<file path="config.mk">
export PLATFORM = sky130hd
export DESIGN_NAME = wftl_cell
export DESIGN_NICKNAME = d
export VERILOG_FILES = /design/src/rtl/wftl_pkg.sv /design/src/rtl/wftl_cell.sv
export SDC_FILE = /design/constraint.sdc
export NUM_CORES = 1
export LEC_CHECK = 0
export BUFFER_PORTS_ARGS = -buffer_cell sky130_fd_sc_hd__clkbuf_2
export CORE_AREA = 2 2 146 148
export CTS_CLUSTER_SIZE = 20
export DETAILED_ROUTE_END_ITERATION = 10
export DIE_AREA = 0 0 148 150
export PLACE_DENSITY = 0.69
export SLEW_MARGIN = 10
export SYNTH_ARGS = -nofsm -noshare
export SYNTH_HDL_FRONTEND = slang
export SYNTH_SLANG_ARGS = --single-unit
</file>
<file path="constraint.sdc">
create_clock -name clock -period 19.3 [get_ports clock]
set_input_delay 3.86 -clock clock [delete_from_list [all_inputs] [get_ports clock]]
set_output_delay 3.86 -clock clock [all_outputs]
set_load 0.05 [all_outputs]
</file>
<file path="src/rtl/wftl_pkg.sv">
// ----------------------------------------------------------------------------
// Wildcard flow table lookup: shared types and codes
// Beat layouts, entry layout, chain carry and broadcast control for the
// flow table cells.
// ----------------------------------------------------------------------------
`default_nettype none

package wftl_pkg;

   localparam logic [1:0] KIND_INSERT = 2'd0;
   localparam logic [1:0] KIND_REMOVE = 2'd1;
   localparam logic [1:0] KIND_LOOKUP = 2'd2;

   localparam logic [1:0] STATUS_OK       = 2'd0;
   localparam logic [1:0] STATUS_NO_MATCH = 2'd1;
   localparam logic [1:0] STATUS_FULL     = 2'd2;
   localparam logic [1:0] STATUS_UNKNOWN  = 2'd3;

   typedef struct packed {
      logic [1:0]  kind;
      logic [7:0]  handle;
      logic [7:0]  proto;
      logic [15:0] sport;
      logic [31:0] sip;
      logic [15:0] dport;
      logic [31:0] dip;
      logic [2:0]  max_score;
   } req_type;

   typedef struct packed {
      logic [1:0] status;
      logic [7:0] found_handle;
      logic [2:0] found_score;
   } rsp_type;

   typedef struct packed {
      logic [7:0]  id;
      logic [7:0]  proto;
      logic [15:0] sport;
      logic [31:0] sip;
      logic [15:0] dport;
      logic [31:0] dip;
   } entry_type;

   typedef struct packed {
      logic       found;
      logic       done;
      logic       have;
      logic [2:0] best;
      logic [7:0] pick;
   } carry_type;

   typedef struct packed {
      logic insert;
      logic launch;
      logic shift;
      logic is_remove;
   } ctrl_type;

endpackage

`default_nettype wire

</file>
<file path="src/rtl/wftl_cell.sv">
// ----------------------------------------------------------------------------
// Flow table cell
// Holds one table entry, scores it against the broadcast key as the scan
// wave passes, and takes its neighbour's entry when the table closes a gap.
// ----------------------------------------------------------------------------
`default_nettype none

module wftl_cell (
   input  wire                  clock,
   input  wire                  reset,
   input  wftl_pkg::ctrl_type   ctrl,
   input  wftl_pkg::req_type    key,
   input  wire                  prev_valid,
   input  wire                  next_valid,
   input  wftl_pkg::entry_type  next_entry,
   input  wire                  wave_in,
   input  wftl_pkg::carry_type  carry_in,
   output logic                 valid_out,
   output wftl_pkg::entry_type  entry_out,
   output logic                 wave_out,
   output wftl_pkg::carry_type  carry_out
);

   logic                valid_ff, valid_in;
   wftl_pkg::entry_type entry_ff, entry_in;
   logic                wave_ff;
   wftl_pkg::carry_type carry_ff, carry_in_next;
   logic                shift_ff, shift_in;

   logic       sp_ok, sa_ok, dp_ok, da_ok, hit;
   logic [2:0] score;

   always_comb begin
      sp_ok = (entry_ff.sport == 16'd0) || (entry_ff.sport == key.sport);
      sa_ok = (entry_ff.sip == 32'd0) || (entry_ff.sip == key.sip);
      dp_ok = (entry_ff.dport == 16'd0) || (entry_ff.dport == key.dport);
      da_ok = (entry_ff.dip == 32'd0) || (entry_ff.dip == key.dip);
      hit   = valid_ff && (entry_ff.proto == key.proto) && sp_ok && sa_ok && dp_ok && da_ok;
      score = {2'b00, entry_ff.sport != 16'd0} + {2'b00, entry_ff.sip != 32'd0}
            + {2'b00, entry_ff.dport != 16'd0} + {2'b00, entry_ff.dip != 32'd0};
   end

   always_comb begin
      carry_in_next = carry_in;
      if (ctrl.is_remove) begin
         if (!carry_in.found && valid_ff && (entry_ff.id == key.handle)) begin
            carry_in_next.found = 1'b1;
         end
      end else if (!carry_in.done && hit) begin
         if (score == key.max_score) begin
            carry_in_next.done = 1'b1;
            carry_in_next.have = 1'b1;
            carry_in_next.best = score;
            carry_in_next.pick = entry_ff.id;
         end else if (score > carry_in.best) begin
            carry_in_next.have = 1'b1;
            carry_in_next.best = score;
            carry_in_next.pick = entry_ff.id;
         end
      end
   end

   always_comb begin
      shift_in = shift_ff;
      if (wave_in && ctrl.is_remove) begin
         shift_in = carry_in_next.found;
      end else if (ctrl.launch) begin
         shift_in = 1'b0;
      end
   end

   always_comb begin
      valid_in = valid_ff;
      entry_in = entry_ff;
      if (ctrl.shift && shift_ff) begin
         valid_in = next_valid;
         entry_in = next_entry;
      end else if (ctrl.insert && !valid_ff && prev_valid) begin
         valid_in = 1'b1;
         entry_in = '{id: key.handle, proto: key.proto, sport: key.sport,
                      sip: key.sip, dport: key.dport, dip: key.dip};
      end
   end

   always_ff @(posedge clock) begin
      if (reset) begin
         valid_ff <= 1'b0;
         wave_ff  <= 1'b0;
         shift_ff <= 1'b0;
      end else begin
         valid_ff <= valid_in;
         wave_ff  <= wave_in;
         shift_ff <= shift_in;
      end
      entry_ff <= entry_in;
      carry_ff <= carry_in_next;
   end

   assign valid_out = valid_ff;
   assign entry_out = entry_ff;
   assign wave_out  = wave_ff;
   assign carry_out = carry_ff;

endmodule

`default_nettype wire

</file>
==> qor.txt <==
status - complete, no violations
CP Class - in -> reg
synth top area cells - edfxtp_1, mux2_2, xnor2_1
Pint - 590 uW
post-route clock skew - 14.2 ps
min-delay src - shift_ff$_SDFFE_PP0P_
Mapped Avg Cell Area - 14.1 sq um
reg2reg end - carry_out[3]$_DFF_P_
HPWL Detailed - 18,000 microns
drc violations - 0
synth warn - 0
CP Launch Type - primary input
total CTS buffers - 17
die height - 150 microns
worst vdd ir - 0.0553 mV
Cell Area, Synth - 0.00699 sq mm
switch share - 0.287
IO buf count - 377
GR Overflow Total - 0
Post-CTS Hold Buffers - 0
Final Max Slew Viols - 0
sequential share of power - 0.409
Starting Density - 0.338
Die ar. - 0.0222 sq mm
worst reg2reg startpoint - entry_out[6]$_DFFE_PP_
worst min-delay path category - reg -> reg
DRT Wirelength - 22,300 microns
slack of the worst reg-to-reg path - 14,660 ps
fmax - 0.160 GHz
Place WS - 12,540 ps
CP max stage cell - nor4b_4
Net Sw Power - 237 uW
RSZ-0062 raised after global routing - false
share of cells above drive strength 1 - 0.613
Worst Path Arrival - 6540 ps
Final Hold Vio Count - 0
Comb pwr share - 0.188
Fin Setup TNS - 0 ps
setup bufs post-CTS - 0
largest net degree at the start of global routing - 66
Synth area leader - edfxtp_1
Core ar. - 0.0207 sq mm
Area Growth Syn to Fin - 40.8%
routability cong. - 0.822
most frequent cells in the layout - clkbuf_2, mux2_2, edfxtp_1
drt via density - 4.84
fin crit period - 6240 ps
worst rel slew slack - 0.254
power density over the cells - 84.2 mW/mm^2
Rows - 53
hold path endpoint - shift_ff$_SDFFE_PP0P_
worst-path fanout max - 13
vias in the first global route - 5,901
# IOs - 380
area taken by flip-flops and latches - 0.00370 sq mm
# fillers - 1,919
Clock Latency Late Sink - 420 ps
# resized after CTS - 0
Netlist cell types - 30
R2R depth - 15
first-pass detailed-route iteration total - 6
crit path capture type - register
most common cell after layout, fill and taps aside - clkbuf_2
CP required - 19,600 ps
top cell type's share of synthesized area - 0.481
CTS tree - built
Syn Nets - 754
CP peak stage delay - 950 ps
Lkg Pwr - 4.13 nW
WHS Path Cells - 2
DR vias - 5,659
Tcrit/Tclk final - 0.323
final worst slack - 13,060 ps
Final Setup Violations - 0
clk sinks - 129
first-pass GRT wire length - 32,600 microns
Layout Nets - 1,140
CP cell instances - clkbuf_2, xor2_1, nor4_1, nand4_1, a2111oi_2, nor4b_4, mux2_2
ANT nets after route - 0
clock share of power - 0.404
Seq/Total Area, Yosys - 0.530
register bit count reported by yosys - 129
Clock Path Buffers - 2
Worst-path clk slew - 60 ps
clk root buf - clkbuf_16
chip width - 148 microns
DR iter-0 viols - 170
H-tree depth - 4
area taken by multi-input logic gates - 0.00322 sq mm
number of max-cap violations - 0
GRT Resource Usage Total - 0.196
initial antenna violation count - 0
Tightest Pin Transition - 1110 ps
Cells after Synth - 496
# diodes - 0
per-cell routed wire length - 19.1 microns
==> critical path: cells and delay by family <==
kind	cells	cell delay (ps)
AND/OR/NAND/NOR	3	1590
multiplexers	1	420
AO/OA/AOI/OAI	1	400
XOR/XNOR	1	160
buffers and inverters	1	100
==> registers in the layout, indices dropped and copies added, names as in the netlist <==
register	flops
shift_ff	1
valid_out	1
carry_out	14
entry_out	112
wave_out	1
==> logic make-up (layout without fill, tap and decap cells) <==
kind of cell               Yosys count  in the layout  share of synthesized area
buffers and inverters               21            420                     0.0124
AOI/OAI and AO/OA                   11             11                     0.0120
and+or+nand+nor                     80             80                     0.0713
DFF                                129            129                      0.530
xor gates and xnor gates           115            115                      0.144
muxes                              134            134                      0.218
adders and majority gates            6              6                     0.0118
==> synthesized netlist by cell type (all sizes together) <==
cell type and count:
a21o 2, nor2 4, nand4 28, xnor2 93, mux2i 4, nor4b 1
inv 7, nor3 1, a41o 1, nand3 4, xor2 22, nand3b 1
and4 1, ha 5, o221a 1, fa 1, o21ai 2, nand2 3
nor2b 2, a2111oi 1, nor4 34, edfxtp 112, a21oi 4, mux2 130
dfxtp 17, clkbuf 8, buf 6, nand2b 1
==> power groups by stage <==
stage          Sequential (mW)  Clock (mW)  Combinational, mW
2_1_floorplan            0.397           0             0.0478
3_3_place_gp             0.343           0              0.155
3_5_place_dp             0.344           0              0.156
4_1_cts                  0.338       0.343              0.157
5_1_grt                  0.340       0.355              0.165
6_report                 0.338       0.334              0.155
==> through the flow <==
step | util | hold slack [ps] | total power, mW | area (sq um) | cells
finish | 0.475 | 535 | 0.828 | 9840 | 1170
global route | 0.475 | 581 | 0.860 | 9840 | 1170
CTS | 0.475 | 538 | 0.838 | 9840 | 1170
detailed placement | 0.445 | 519 | 0.500 | 9210 | 1138
global placement | 0.445 | 510 | 0.499 | 9210 | 1138
floorplan | - | 457 | 0.444 | 6990 | 496
==> layout make-up <==
type	instances	area share
clock buffers	25	0.0580
clock inverters	7	0.00585
inverters	7	0.00267
multi-input cells	346	0.327
flip-flops and latches	129	0.377
well taps	275	0.0350
repair buffers	381	0.195
==> how the worst max path moves through the flow <==
stage,start,to,slack (ps),cells past startpoint
2_1_floorplan,prev_valid,valid_out$_SDFFE_PP0P_,6190,3
3_3_place_gp,key[20],carry_out[0]$_DFF_P_,12540,7
3_5_place_dp,key[20],carry_out[0]$_DFF_P_,12540,7
4_1_cts,key[20],carry_out[2]$_DFF_P_,12990,7
5_1_grt,key[50],carry_out[1]$_DFF_P_,12830,7
6_report,key[50],carry_out[2]$_DFF_P_,13060,7
==> metal layers <==
| layer | global-route usage | up-vias | wire length, microns | share of wire |
|---|---|---|---|---|
| met5 | 0 | - | 0 | 0 |
| met4 | 0.0610 | 0 | 379 | 0.017 |
| met3 | 0.0585 | 23 | 1680 | 0.075 |
| met2 | 0.368 | 267 | 11800 | 0.53 |
| met1 | 0.211 | 2692 | 8450 | 0.38 |
| li1 | - | 2677 | - | - |
No activity file was read; power rests on OpenSTA's default activity.
